File: config.mk
export PLATFORM = sky130hd
export DESIGN_NAME = serial_diagnostics_responder
export DESIGN_NICKNAME = d
export VERILOG_FILES = /design/src/sv/sdr_pkg.sv /design/src/sv/sdr_front.sv /design/src/sv/sdr_queue.sv /design/src/sv/sdr_back.sv /design/src/sv/serial_diagnostics_responder.sv
export SDC_FILE = /design/constraint.sdc
export NUM_CORES = 1
export LEC_CHECK = 0
export ABC_CLOCK_PERIOD_IN_PS = 3950
export BUFFER_PORTS_ARGS = -buffer_cell sky130_fd_sc_hd__buf_2
export CORE_ASPECT_RATIO = 0.9
export CORE_MARGIN = 2
export CORE_UTILIZATION = 40
export CTS_CLUSTER_DIAMETER = 30
export CTS_CLUSTER_SIZE = 40
export DETAILED_ROUTE_END_ITERATION = 10
export PLACE_DENSITY = 0.59
export SETUP_SLACK_MARGIN = 0.1
export SYNTH_ARGS = -nofsm -noshare
export SYNTH_HDL_FRONTEND = slang
export SYNTH_SLANG_ARGS = --single-unit
File: constraint.sdc
create_clock -name i_clk -period 3.95 [get_ports i_clk]
set_input_delay 0.1975 -clock i_clk [delete_from_list [all_inputs] [get_ports i_clk]]
set_output_delay 0.1975 -clock i_clk [all_outputs]
set_load 0.02 [all_outputs]
File: src/sv/sdr_pkg.sv
`timescale 1ns / 1ps

package sdr_pkg;

    // Queue between decode and execution
    localparam int unsigned QUEUE_DEPTH = 2;

    // Input actions
    localparam logic [2:0] ACT_REQUEST  = 3'd0;
    localparam logic [2:0] ACT_BUS_MSG  = 3'd1;
    localparam logic [2:0] ACT_COMM_ERR = 3'd2;
    localparam logic [2:0] ACT_SLV_MSG  = 3'd3;
    localparam logic [2:0] ACT_OVERRUN  = 3'd4;
    localparam logic [2:0] ACT_RESULT   = 3'd5;
    localparam logic [2:0] ACT_RESET    = 3'd6;

    // Event log commands
    localparam logic [2:0] EVA_NONE      = 3'd0;
    localparam logic [2:0] EVA_PUSH      = 3'd1;
    localparam logic [2:0] EVA_RESTART   = 3'd2;
    localparam logic [2:0] EVA_RESTART_C = 3'd3;
    localparam logic [2:0] EVA_CLR_CNT   = 3'd4;

    // Protocol constants
    localparam logic [7:0]  FC_DIAG       = 8'h08;
    localparam logic [7:0]  FC_DIAG_EXC   = 8'h88;
    localparam logic [7:0]  EXC_ILL_FUNC  = 8'h01;
    localparam logic [7:0]  EXC_ILL_VALUE = 8'h03;
    localparam logic [7:0]  EV_RX_COMM    = 8'h82;
    localparam logic [7:0]  EV_RX_OVR     = 8'h92;
    localparam logic [7:0]  EV_LISTEN     = 8'h20;
    localparam logic [7:0]  EV_ENTER_LO   = 8'h04;
    localparam logic [15:0] STOP_ON_ERROR = 16'hFF00;
    localparam logic [2:0]  LEN_NONE      = 3'd0;
    localparam logic [2:0]  LEN_EXC       = 3'd2;
    localparam logic [2:0]  LEN_NORMAL    = 3'd5;

    // Sub-function codes
    localparam logic [15:0] SF_ECHO     = 16'h0000;
    localparam logic [15:0] SF_RESTART  = 16'h0001;
    localparam logic [15:0] SF_DIAG_REG = 16'h0002;
    localparam logic [15:0] SF_DELIM    = 16'h0003;
    localparam logic [15:0] SF_LISTEN   = 16'h0004;
    localparam logic [15:0] SF_CLEAR    = 16'h000A;
    localparam logic [15:0] SF_BUS_CNT  = 16'h000B;
    localparam logic [15:0] SF_COMM_CNT = 16'h000C;
    localparam logic [15:0] SF_EXC_CNT  = 16'h000D;
    localparam logic [15:0] SF_SLV_CNT  = 16'h000E;
    localparam logic [15:0] SF_NR_CNT   = 16'h000F;
    localparam logic [15:0] SF_NAK_CNT  = 16'h0010;
    localparam logic [15:0] SF_BUSY_CNT = 16'h0011;
    localparam logic [15:0] SF_OVR_CNT  = 16'h0012;
    localparam logic [15:0] SF_CLR_OVR  = 16'h0014;

    typedef enum logic [3:0] {
        CLS_ECHO,
        CLS_RESTART,
        CLS_DIAG_REG,
        CLS_LISTEN,
        CLS_CLEAR,
        CLS_READ,
        CLS_CLR_OVR,
        CLS_UNKNOWN
    } t_req_class;

    typedef enum logic [2:0] {
        CNT_BUS,
        CNT_COMM,
        CNT_EXC,
        CNT_SLAVE,
        CNT_NORESP,
        CNT_OVR,
        CNT_ZERO
    } t_cnt_sel;

    typedef struct packed {
        logic [2:0]  action;
        logic [7:0]  request_fc;
        logic        short_request;
        logic [15:0] sub_func;
        logic [15:0] data_word;
        logic        broadcast;
        logic        responded;
        logic        was_exception;
    } t_in;

    typedef struct packed {
        logic [2:0] resp_len;
        logic [7:0] resp_byte0;
        logic [7:0] resp_byte1;
        logic [7:0] resp_byte2;
        logic [7:0] resp_byte3;
        logic [7:0] resp_byte4;
        logic [2:0] event_action;
        logic [7:0] event_code;
        logic       listen_only_now;
    } t_out;

    // Classified item handed from decode to execution
    typedef struct packed {
        logic [2:0]  action;
        t_req_class  cls;
        t_cnt_sel    cnt_sel;
        logic        data_ok;
        logic        stop_on_err;
        logic        bc_allowed;
        logic        short_req;
        logic        bc;
        logic [7:0]  fc;
        logic [15:0] sf;
        logic [15:0] data;
        logic        responded;
        logic        was_exc;
    } t_cmd;

endpackage

File: src/sv/sdr_front.sv
`timescale 1ns / 1ps

module sdr_front (
    input  sdr_pkg::t_in  i_item,
    output sdr_pkg::t_cmd o_cmd
);

    logic data_zero;
    logic data_stop;

    assign data_zero = (i_item.data_word == 16'h0000);
    assign data_stop = (i_item.data_word == sdr_pkg::STOP_ON_ERROR);

    always_comb begin
        o_cmd             = '0;
        o_cmd.action      = i_item.action;
        o_cmd.short_req   = i_item.short_request;
        o_cmd.bc          = i_item.broadcast;
        o_cmd.fc          = i_item.request_fc;
        o_cmd.sf          = i_item.sub_func;
        o_cmd.data        = i_item.data_word;
        o_cmd.responded   = i_item.responded;
        o_cmd.was_exc     = i_item.was_exception;
        o_cmd.stop_on_err = data_stop;
        o_cmd.data_ok     = data_zero;
        o_cmd.cnt_sel     = sdr_pkg::CNT_ZERO;
        o_cmd.bc_allowed  = 1'b0;
        o_cmd.cls         = sdr_pkg::CLS_UNKNOWN;
        case (i_item.sub_func)
            sdr_pkg::SF_ECHO, sdr_pkg::SF_DELIM: begin
                // any data word is echoed back
                o_cmd.cls     = sdr_pkg::CLS_ECHO;
                o_cmd.data_ok = 1'b1;
            end
            sdr_pkg::SF_RESTART: begin
                o_cmd.cls        = sdr_pkg::CLS_RESTART;
                o_cmd.data_ok    = data_zero | data_stop;
                o_cmd.bc_allowed = 1'b1;
            end
            sdr_pkg::SF_DIAG_REG: begin
                o_cmd.cls = sdr_pkg::CLS_DIAG_REG;
            end
            sdr_pkg::SF_LISTEN: begin
                o_cmd.cls        = sdr_pkg::CLS_LISTEN;
                o_cmd.bc_allowed = 1'b1;
            end
            sdr_pkg::SF_CLEAR: begin
                o_cmd.cls        = sdr_pkg::CLS_CLEAR;
                o_cmd.bc_allowed = 1'b1;
            end
            sdr_pkg::SF_BUS_CNT: begin
                o_cmd.cls     = sdr_pkg::CLS_READ;
                o_cmd.cnt_sel = sdr_pkg::CNT_BUS;
            end
            sdr_pkg::SF_COMM_CNT: begin
                o_cmd.cls     = sdr_pkg::CLS_READ;
                o_cmd.cnt_sel = sdr_pkg::CNT_COMM;
            end
            sdr_pkg::SF_EXC_CNT: begin
                o_cmd.cls     = sdr_pkg::CLS_READ;
                o_cmd.cnt_sel = sdr_pkg::CNT_EXC;
            end
            sdr_pkg::SF_SLV_CNT: begin
                o_cmd.cls     = sdr_pkg::CLS_READ;
                o_cmd.cnt_sel = sdr_pkg::CNT_SLAVE;
            end
            sdr_pkg::SF_NR_CNT: begin
                o_cmd.cls     = sdr_pkg::CLS_READ;
                o_cmd.cnt_sel = sdr_pkg::CNT_NORESP;
            end
            sdr_pkg::SF_NAK_CNT, sdr_pkg::SF_BUSY_CNT: begin
                o_cmd.cls = sdr_pkg::CLS_READ;
            end
            sdr_pkg::SF_OVR_CNT: begin
                o_cmd.cls     = sdr_pkg::CLS_READ;
                o_cmd.cnt_sel = sdr_pkg::CNT_OVR;
            end
            sdr_pkg::SF_CLR_OVR: begin
                o_cmd.cls = sdr_pkg::CLS_CLR_OVR;
            end
            default: begin
                o_cmd.cls = sdr_pkg::CLS_UNKNOWN;
            end
        endcase
    end

endmodule

File: src/sv/sdr_queue.sv
`timescale 1ns / 1ps

module sdr_queue #(
    parameter int unsigned DEPTH = sdr_pkg::QUEUE_DEPTH
) (
    input  logic          i_clk,
    input  logic          i_rst_n,
    input  logic          i_push,
    input  sdr_pkg::t_cmd i_cmd,
    output logic          o_full,
    input  logic          i_pop,
    output logic          o_empty,
    output sdr_pkg::t_cmd o_cmd
);

    localparam int unsigned PW = (DEPTH > 1) ? $clog2(DEPTH) : 1;
    localparam int unsigned CW = $clog2(DEPTH + 1);

    sdr_pkg::t_cmd r_mem [DEPTH];
    logic [PW-1:0] r_wr_ptr, n_wr_ptr;
    logic [PW-1:0] r_rd_ptr, n_rd_ptr;
    logic [CW-1:0] r_count, n_count;
    logic          do_push;
    logic          do_pop;

    assign o_full  = (r_count == CW'(DEPTH));
    assign o_empty = (r_count == '0);
    assign do_push = i_push & ~o_full;
    assign do_pop  = i_pop & ~o_empty;
    assign o_cmd   = r_mem[r_rd_ptr];

    always_comb begin
        n_wr_ptr = r_wr_ptr;
        n_rd_ptr = r_rd_ptr;
        n_count  = r_count;
        if (do_push) begin
            n_wr_ptr = (r_wr_ptr == PW'(DEPTH - 1)) ? '0 : r_wr_ptr + 1'b1;
        end
        if (do_pop) begin
            n_rd_ptr = (r_rd_ptr == PW'(DEPTH - 1)) ? '0 : r_rd_ptr + 1'b1;
        end
        case ({do_push, do_pop})
            2'b10:   n_count = r_count + 1'b1;
            2'b01:   n_count = r_count - 1'b1;
            default: n_count = r_count;
        endcase
    end

    always_ff @(posedge i_clk) begin
        if (!i_rst_n) begin
            r_wr_ptr <= '0;
            r_rd_ptr <= '0;
            r_count  <= '0;
        end else begin
            r_wr_ptr <= n_wr_ptr;
            r_rd_ptr <= n_rd_ptr;
            r_count  <= n_count;
        end
    end

    always_ff @(posedge i_clk) begin
        if (do_push) begin
            r_mem[r_wr_ptr] <= i_cmd;
        end
    end

endmodule

File: src/sv/sdr_back.sv
`timescale 1ns / 1ps

module sdr_back (
    input  logic          i_clk,
    input  logic          i_rst_n,
    input  logic          i_cmd_valid,
    input  sdr_pkg::t_cmd i_cmd,
    output logic          o_cmd_pop,
    output logic          o_valid,
    input  logic          i_ready,
    output sdr_pkg::t_out o_item
);

    logic [15:0]   r_bus_cnt, n_bus_cnt;
    logic [15:0]   r_comm_cnt, n_comm_cnt;
    logic [15:0]   r_exc_cnt, n_exc_cnt;
    logic [15:0]   r_slv_cnt, n_slv_cnt;
    logic [15:0]   r_nr_cnt, n_nr_cnt;
    logic [15:0]   r_ovr_cnt, n_ovr_cnt;
    logic          r_listen, n_listen;
    logic          r_out_valid;
    sdr_pkg::t_out r_out, n_out;

    logic          put_five;
    logic          put_exc;
    logic          use_fc;
    logic [7:0]    exc_code;
    logic [15:0]   value;
    logic [15:0]   cnt_value;
    logic          clear_all;
    logic [7:0]    lo_mark;

    // Take an item whenever the output register is free or being emptied
    assign o_cmd_pop = i_cmd_valid & (~r_out_valid | i_ready);
    assign o_valid   = r_out_valid;
    assign o_item    = r_out;
    assign lo_mark   = r_listen ? sdr_pkg::EV_LISTEN : 8'h00;

    always_comb begin
        case (i_cmd.cnt_sel)
            sdr_pkg::CNT_BUS:    cnt_value = r_bus_cnt;
            sdr_pkg::CNT_COMM:   cnt_value = r_comm_cnt;
            sdr_pkg::CNT_EXC:    cnt_value = r_exc_cnt;
            sdr_pkg::CNT_SLAVE:  cnt_value = r_slv_cnt;
            sdr_pkg::CNT_NORESP: cnt_value = r_nr_cnt;
            sdr_pkg::CNT_OVR:    cnt_value = r_ovr_cnt;
            default:             cnt_value = 16'h0000;
        endcase
    end

    always_comb begin
        n_bus_cnt  = r_bus_cnt;
        n_comm_cnt = r_comm_cnt;
        n_exc_cnt  = r_exc_cnt;
        n_slv_cnt  = r_slv_cnt;
        n_nr_cnt   = r_nr_cnt;
        n_ovr_cnt  = r_ovr_cnt;
        n_listen   = r_listen;
        n_out      = '0;
        put_five   = 1'b0;
        put_exc    = 1'b0;
        use_fc     = 1'b1;
        exc_code   = sdr_pkg::EXC_ILL_VALUE;
        value      = i_cmd.data;
        clear_all  = 1'b0;

        case (i_cmd.action)
            sdr_pkg::ACT_REQUEST: begin
                if (i_cmd.short_req) begin
                    put_exc = ~r_listen;
                end else if (r_listen && i_cmd.cls != sdr_pkg::CLS_RESTART) begin
                    put_exc = 1'b0;
                end else if (i_cmd.bc && !i_cmd.bc_allowed) begin
                    put_exc = 1'b0;
                end else if (i_cmd.cls == sdr_pkg::CLS_UNKNOWN) begin
                    put_exc  = 1'b1;
                    exc_code = sdr_pkg::EXC_ILL_FUNC;
                end else if (!i_cmd.data_ok) begin
                    put_exc = 1'b1;
                end else begin
                    case (i_cmd.cls)
                        sdr_pkg::CLS_ECHO: begin
                            put_five = 1'b1;
                        end
                        sdr_pkg::CLS_RESTART: begin
                            clear_all          = 1'b1;
                            n_out.event_action = i_cmd.stop_on_err ?
                                                 sdr_pkg::EVA_RESTART_C :
                                                 sdr_pkg::EVA_RESTART;
                            // leaving listen-only mode stays silent
                            if (r_listen) begin
                                n_listen = 1'b0;
                            end else begin
                                put_five = ~i_cmd.bc;
                            end
                        end
                        sdr_pkg::CLS_DIAG_REG: begin
                            put_five = 1'b1;
                            use_fc   = 1'b0;
                            value    = 16'h0000;
                        end
                        sdr_pkg::CLS_LISTEN: begin
                            n_listen           = 1'b1;
                            n_out.event_action = sdr_pkg::EVA_PUSH;
                            n_out.event_code   = sdr_pkg::EV_ENTER_LO;
                        end
                        sdr_pkg::CLS_CLEAR: begin
                            clear_all          = 1'b1;
                            n_out.event_action = sdr_pkg::EVA_CLR_CNT;
                            put_five           = ~i_cmd.bc;
                        end
                        sdr_pkg::CLS_READ: begin
                            put_five = 1'b1;
                            use_fc   = 1'b0;
                            value    = cnt_value;
                        end
                        sdr_pkg::CLS_CLR_OVR: begin
                            put_five  = 1'b1;
                            n_ovr_cnt = 16'h0000;
                        end
                        default: begin
                            put_five = 1'b0;
                        end
                    endcase
                end
            end
            sdr_pkg::ACT_BUS_MSG: begin
                n_bus_cnt = r_bus_cnt + 16'd1;
            end
            sdr_pkg::ACT_COMM_ERR: begin
                n_comm_cnt         = r_comm_cnt + 16'd1;
                n_out.event_action = sdr_pkg::EVA_PUSH;
                n_out.event_code   = sdr_pkg::EV_RX_COMM | lo_mark;
            end
            sdr_pkg::ACT_SLV_MSG: begin
                n_slv_cnt = r_slv_cnt + 16'd1;
            end
            sdr_pkg::ACT_OVERRUN: begin
                n_ovr_cnt          = r_ovr_cnt + 16'd1;
                n_comm_cnt         = r_comm_cnt + 16'd1;
                n_out.event_action = sdr_pkg::EVA_PUSH;
                n_out.event_code   = sdr_pkg::EV_RX_OVR | lo_mark;
            end
            sdr_pkg::ACT_RESULT: begin
                if (i_cmd.was_exc) begin
                    n_exc_cnt = r_exc_cnt + 16'd1;
                end else if (!i_cmd.responded) begin
                    n_nr_cnt = r_nr_cnt + 16'd1;
                end
            end
            sdr_pkg::ACT_RESET: begin
                clear_all = 1'b1;
                n_listen  = 1'b0;
            end
            default: begin
                clear_all = 1'b0;
            end
        endcase

        if (clear_all) begin
            n_bus_cnt  = 16'h0000;
            n_comm_cnt = 16'h0000;
            n_exc_cnt  = 16'h0000;
            n_slv_cnt  = 16'h0000;
            n_nr_cnt   = 16'h0000;
            n_ovr_cnt  = 16'h0000;
        end

        // broadcasts never get a reply, exceptions included
        if (put_five) begin
            n_out.resp_len   = sdr_pkg::LEN_NORMAL;
            n_out.resp_byte0 = use_fc ? i_cmd.fc : sdr_pkg::FC_DIAG;
            n_out.resp_byte1 = i_cmd.sf[15:8];
            n_out.resp_byte2 = i_cmd.sf[7:0];
            n_out.resp_byte3 = value[15:8];
            n_out.resp_byte4 = value[7:0];
        end else if (put_exc && !i_cmd.bc) begin
            n_out.resp_len   = sdr_pkg::LEN_EXC;
            n_out.resp_byte0 = sdr_pkg::FC_DIAG_EXC;
            n_out.resp_byte1 = exc_code;
        end
        n_out.listen_only_now = n_listen;
    end

    always_ff @(posedge i_clk) begin
        if (!i_rst_n) begin
            r_bus_cnt   <= '0;
            r_comm_cnt  <= '0;
            r_exc_cnt   <= '0;
            r_slv_cnt   <= '0;
            r_nr_cnt    <= '0;
            r_ovr_cnt   <= '0;
            r_listen    <= 1'b0;
            r_out_valid <= 1'b0;
        end else begin
            if (o_cmd_pop) begin
                r_bus_cnt   <= n_bus_cnt;
                r_comm_cnt  <= n_comm_cnt;
                r_exc_cnt   <= n_exc_cnt;
                r_slv_cnt   <= n_slv_cnt;
                r_nr_cnt    <= n_nr_cnt;
                r_ovr_cnt   <= n_ovr_cnt;
                r_listen    <= n_listen;
                r_out_valid <= 1'b1;
            end else if (i_ready) begin
                r_out_valid <= 1'b0;
            end
        end
    end

    always_ff @(posedge i_clk) begin
        if (o_cmd_pop) begin
            r_out <= n_out;
        end
    end

endmodule

File: src/sv/serial_diagnostics_responder.sv
`timescale 1ns / 1ps

// Diagnostics responder for serial-line function 0x08. Takes one item per
// clock while o_ready is high: requests and bookkeeping events are decoded
// on entry, wait in a short queue (QUEUE_DEPTH entries) and are executed
// one per cycle unless the output stalls, against the six 16-bit counters
// and the listen-only flag, each giving exactly one result item. An item
// is registered in the queue, then in the output register when executed.
// The execute stage and output register set the rate of one item per cycle;
// o_ready drops only when the queue is full as the output side is stalled.
module serial_diagnostics_responder #(
    parameter int unsigned QUEUE_DEPTH = sdr_pkg::QUEUE_DEPTH
) (
    input  logic          i_clk,
    input  logic          i_rst_n,
    input  logic          i_valid,
    output logic          o_ready,
    input  sdr_pkg::t_in  i_item,
    output logic          o_valid,
    input  logic          i_ready,
    output sdr_pkg::t_out o_item
);

    sdr_pkg::t_cmd dec_cmd;
    sdr_pkg::t_cmd q_cmd;
    logic          q_full;
    logic          q_empty;
    logic          q_pop;

    assign o_ready = ~q_full;

    sdr_front u_front (
        .i_item (i_item),
        .o_cmd  (dec_cmd)
    );

    sdr_queue #(
        .DEPTH (QUEUE_DEPTH)
    ) u_queue (
        .i_clk   (i_clk),
        .i_rst_n (i_rst_n),
        .i_push  (i_valid),
        .i_cmd   (dec_cmd),
        .o_full  (q_full),
        .i_pop   (q_pop),
        .o_empty (q_empty),
        .o_cmd   (q_cmd)
    );

    sdr_back u_back (
        .i_clk       (i_clk),
        .i_rst_n     (i_rst_n),
        .i_cmd_valid (~q_empty),
        .i_cmd       (q_cmd),
        .o_cmd_pop   (q_pop),
        .o_valid     (o_valid),
        .i_ready     (i_ready),
        .o_item      (o_item)
    );

endmodule

Word-level counts from Yosys, hierarchy flattened:

Memories as Yosys holds them, arrays and structs flattened. A register that Yosys moved wholly into a read port is not among the register bits.
Cells that the tools add are included.

* add/sub/neg operators: 10
* equal/unequal tests: 45
* multiplexer cells: 95
* bitwise gates (word level): 10
* reduce and logical (&&, ||, !) cells: 32

Operators by type and width (count)
* 16-bit 2-to-1 mux: 27
* 16-bit by 1-bit adder with 16-bit output, second input constant: 6
* 16-bit by 4-bit equality test with 1-bit output, second input constant: 6
* 16-bit case mux with 6 select lines: 1
* 16-bit by 5-bit equality test with 1-bit output, second input constant: 4
* 16-bit case mux with 2 select lines: 2
* 11-bit 2-to-1 mux: 5
* 1-bit 2-to-1 mux: 41
* 8-bit 2-to-1 mux: 5
* 11-bit case mux with 3 select lines: 1
* 16-bit by 2-bit equality test with 1-bit output, second input constant: 2
* 16-bit zero test: 2
* 3-bit case mux with 7 select lines: 1
* 18-bit 2-to-1 mux: 1
* 3-bit case mux with 6 select lines: 1
* 16-bit by 1-bit equality test with 1-bit output, second input constant: 1
* 16-bit equality test, second input constant: 1
* 16-bit by 3-bit equality test with 1-bit output, second input constant: 1
* 4-bit by 3-bit equality test with 1-bit output, second input constant: 4
* 3-bit equality test, second input constant: 5
* 3-bit by 2-bit != test with 1-bit output, second input constant: 5
* 2-bit nonzero test: 7
* 3-bit by 2-bit equality test with 1-bit output, second input constant: 4
* 3-bit case mux with 3 select lines: 1
* other kinds (35): 58

* flip-flop bits (word level): 157
* memory bits (writable): 112
* input port bits: 51
* word-level logic and storage cells: 213
* memories kept: 1

Memory list
* u_queue.r_mem: depth 2, bits a word 56, rd ports 1, clocked after memory_dff 1, write ports 1, RTL line sdr_queue.sv:19 `sdr_pkg::t_cmd r_mem [DEPTH];`

Depth between registers and ports, before layout:

* depth in word-level cells: 11
* gate-level depth with buffers: 13
* gate-level depth less buffers: 8

Modules after synthesis:

From an unflattened synthesis, not the netlist that was laid out.

* cell total of the unflattened synthesis: 1176
* area total of the unflattened synthesis: 13055.0 um^2

By module, submodules not included
* sdr_back: instances 1, cells each 865, area an instance 7992.7 um^2
* sdr_queue: instances 1, cells each 203, area an instance 4331.7 um^2
* sdr_front: instances 1, cells each 106, area an instance 723.2 um^2
* serial_diagnostics_responder: instances 1, cells each 2, area an instance 7.5 um^2

Least setup slack after synthesis:

OpenSTA, ideal clock, no wires.

* path type: register to register
* start point: register u_back.r_out_valid, in the netlist u_back.o_valid
* end point: register u_back.r_comm_cnt[5]
* setup time: 0.128 ns
* arrival time: 3.522 ns
* required time: 3.822 ns
* path slack: 0.300 ns
* cell stages (with the launch flop): 11
* buffers on the path: 2
* period minus slack after synthesis: 3.650 ns
* path through: dfxtp_1 > nand2b_1 > o21ai_1 > clkinv_1 > and2_1 > a21oi_1 > buf_2 > buf_2 > a21oi_1 > xnor2_1 > nor2_1

* longest elaborated chain between the ends: 4

Ends and longest elaborated chain
* start: declaration: RTL line sdr_back.sv:21 `logic r_out_valid;`
* start signal: assignment: RTL line sdr_back.sv:194 `r_out_valid <= 1'b0;`
* start signal: assignment: RTL line sdr_back.sv:204 `r_out_valid <= 1'b1;`
* start signal: assignment: RTL line sdr_back.sv:206 `r_out_valid <= 1'b0;`
* 1-bit NOT: RTL line sdr_back.sv:34 `assign o_cmd_pop = i_cmd_valid & (~r_out_valid | i_ready);`
* 1-bit OR: RTL line sdr_back.sv:34
* 1-bit bitwise AND: RTL line sdr_back.sv:34
* net q_pop: RTL line serial_diagnostics_responder.sv:28 `logic q_pop;`
* 2-bit AND reduction (no source line)
* end signal: assignment: RTL line sdr_back.sv:198 `r_comm_cnt <= n_comm_cnt;`
* end: declaration: RTL line sdr_back.sv:15 `logic [15:0] r_comm_cnt, n_comm_cnt;`

The timed path passes the listed nets, and every way through them passes these cells.
A chain may end at the register's enable or synchronous reset.

==> results list <==
- Share of the synthesized area in the top cell type: 40.5%
- Net count of the finished layout: 1324
- The die covers 31500 µm².
- After synthesis, the mean cell area works out to 11.0 µm².
* Hold crit path type: in -> reg
- Total negative setup slack: 0 ps
* Worst setup margin: 538 ps
* Commonest cells in the netlist: edfxtp_1, nor2_1, dfxtp_1
* Placement Rows: 60
* CTS root buffer: clkbuf_16
* Worst slew slack as a fraction of its limit: 38.2%
- Number of buffers inserted by port buffering: 104
* Reg clk slew, reported paths: 50 ps
- The worst register-to-register path has a setup slack of 540 ps.
* Final cycle utilization of the critical path: 86.4%
- By startpoint and endpoint, the worst setup path is classified as reg -> reg.
- Die W: 187 µm
* Number of placed instances with taps included: 1568
* Dominant cells by area after synthesis: edfxtp_1, dfxtp_1, xnor2_1
- Area of the multi-input gates: 4800 µm²
- Cell type group with the largest total delay on the critical path: multiplexers
* Detailed-route via count: 9222
- TritonCTS built the clock tree.
- The H-tree was split into 2 levels.
- For this design the ratio of total power to cell area is 652 nW/µm².
- Crit path max fanout: 34
- Synthesis inferred 265 register bits.
- Buffers inserted during clock tree synthesis total 51.
* DRC violation count after routing: 0
* RePlAce Congestion: 0.890
- Largest net degree at the start of global routing: 69
- Cell repeated most along the worst path: xnor2_1
- Across the run, the number of max-cap violations was 0.
- Most frequent cell after synthesis: edfxtp_1
* Buffers & Inverters on Critical Path: 1
* Fill cell total of the finished layout: 2688
- The initial antenna violation count is 0.
* Area growth from synthesis to layout: 27.7%
* Post-CTS setup buffers: 0
* Max Clock Freq: 293 MHz
* Layout Skew: 21.4 ps
- YS warnings: 0
- Slew @ Worst Pin: 921 ps
- Placeable core region: 29700 µm²
- Crit path arrival time: 3810 ps
- Half-perimeter wire length after placement: 21400 µm
* First-pass iteration count of the detailed router: 7
* Cell with the largest stage delay on the worst path: mux2i_1
- Data on the critical path is required at its endpoint by 4340 ps.
- The sequential cells in the finished layout cover a total of 6930 µm².
- Setup violations remaining at the end of the flow were counted as 0.
- Synthesis instantiated 69 different standard cells from the library.
- The via count of the first global-routing pass is 8749.
* Fraction of final layout cells sized beyond drive strength 1: 19.9%
- Die height: 168 µm
* Initial Util: 40.4%
- EDFF count, synth: 162
* Total overflow reported by the global router: 0
- The clock reaches the later pin of the worst-skew pair after 550 ps.
- Final hold vios: 0
- Prior to clock tree synthesis, the placed netlist has a worst setup slack of 568 ps.
* I/O pin total: 108
- After detailed routing, the number of vias per cell comes to 5.39.
- For the finished layout, the period the worst path requires is 3410 ps.
- Counting flops with an async set or reset pin after synthesis yields a share of 0%.
- Cell accounting for the most synthesized area: edfxtp_1
- The count of cells in the finished layout, fillers not included, comes to 1712.
- In this run the static leakage power is 0.00519 µW.
- The final layout contains routed wiring with a total length of 31800 µm.
* Maximum ir drop on the vdd rail: 0.000463 V
- Final core occ: 51.6%
- The clock net in this run drives a total of 265 sinks.
- In the synthesized netlist the dominant register cell turns out to be edfxtp_1.
- Maximum buffer depth of the clock tree: 3
- Outcome: complete, no violations
- The count of pins over their slew limit was 0.
- 0 antenna diodes ended up in the layout.
* Type of origin of the critical path: flip-flop
- Iteration-0 DRC Markers: 810
* Final antenna-violating net count: 0
* Kind of capture point of the worst setup path: flip-flop
* WL per Instance: 18.6 µm
- On the worst path, the slowest cell contributes a delay of 690 ps.
* Number of instances in the synthesized netlist: 1091
* Global-route wire length before repair: 49600 µm
- Setup repair after global routing left no endpoint under its margin.
- The synthesized netlist occupies a cell area of 12000 µm².
- Traced cell by cell, the critical path runs through mux2i_1 > xnor2_1 > nor4_2 > a21oi_2 > buf_4 > a2111oi_2 > xnor2_1 > nor2_1.
- Global Route Usage Sum: 20.1%
- Sequential elements use 57.6% of the synthesized area.
-- routing by layer --
metal  global-route usage, %  vias to the layer above  share of wire (%)
li1                        -                     4405                  -
met5                       0                        -                  0
met2                    30.1                      260                 44
met1                    29.1                     4498                 48
met3                    3.75                       59                5.4
met4                    7.04                        0                2.6
-- logic make-up (layout without fill, tap and decap cells) --
logic type / count (synthesis) / count (layout) / share of synthesized area (%)
compound gates: 210 / 210 / 11.4
buf+inv: 72 / 288 / 2.64
flops: 265 / 265 / 57.6
simple gates: 395 / 395 / 16.3
xor+xnor: 71 / 71 / 5.17
fa+ha+maj: 7 / 7 / 0.729
other cells: 1 / 3 / 0.0312
mux: 70 / 70 / 6.10
-- worst paths after layout --
| path | cells after the start | from | end |
|---|---|---|---|
| min reg2reg | 2 | u_back.o_valid | u_back.o_valid |
| min | 2 | i_rst_n | u_queue.r_wr_ptr |
| max | 8 | flip-flop | u_back.r_bus_cnt[11] |
| max reg2reg | 8 | flip-flop | u_back.r_bus_cnt[11] |
-- flip-flops by register name, indices dropped and copies added, names as in the netlist, named ones only --
signal / cells
u_queue.r_rd_ptr: 1
u_back.r_exc_cnt: 16
u_queue.r_mem: 112
u_queue.r_count: 2
u_back.r_nr_cnt: 16
u_back.o_valid: 1
u_back.r_slv_cnt: 16
u_back.r_bus_cnt: 16
u_back.r_ovr_cnt: 16
u_back.o_item: 50
u_queue.r_wr_ptr: 1
u_back.r_listen: 1
u_back.r_comm_cnt: 16
-- final cells by class --
type,count,share of cell area (%)
repair buffers,174,7.60
multi-input cells,756,31.3
inverters,18,0.440
clock inverters,38,3.46
clock buffers,58,8.76
well taps,403,3.29
flip-flops and latches,265,45.2
-- worst register-to-register path, stage by stage, from the launching register on --
cell and delay, ps:
dfxtp_4 590, mux2i_1 700, xnor2_1 260, nor4_2 460, a21oi_2 340, buf_4 330, a2111oi_2 360, xnor2_1 160
nor2_1 60
-- through the flow --
step,instance area (µm²),hold WS (ps),total power (µW)
3_5_place_dp,13000,391,5380
6_report,15300,101,10000
4_1_cts,15300,101,10100
5_1_grt,15300,122,10400
3_3_place_gp,13000,385,5360
2_1_floorplan,12000,296,4830
-- cell usage in the layout (no fill, tap or decap), types with 10 or more instances in the layout --
master,n
a211oi_1,16
a21oi_1,68
a22oi_1,28
and2_1,12
and3_1,10
buf_2,104
buf_4,22
bufinv_16,11
clkbuf_16,53
dfxtp_1,102
dlygate4sd3_1,48
edfxtp_1,162
inv_1,17
mux2_2,23
mux2i_1,46
nand2_1,84
nand2b_1,12
nand3_1,32
nand4_1,15
nor2_1,132
nor3_1,26
o21ai_0,33
or3_1,13
xnor2_1,60
xor2_1,11
-- power by group --
| group | total [µW] | leakage (µW) | switching, µW | internal, µW |
|---|---|---|---|---|
| Combinational | 1780 | 0.00195 | 1200 | 579 |
| Clock | 4640 | 0.000896 | 1460 | 3180 |
| Sequential | 3590 | 0.00234 | 173 | 3410 |
| Total | 10000 | 0.00519 | 2830 | 7170 |
-- timing repair --
action                                 CTS  global route
endpoints found under the hold margin   95             0
gates resized for setup                  0             0
hold buffers                            48             0
(Power assumes the default switching activity.)
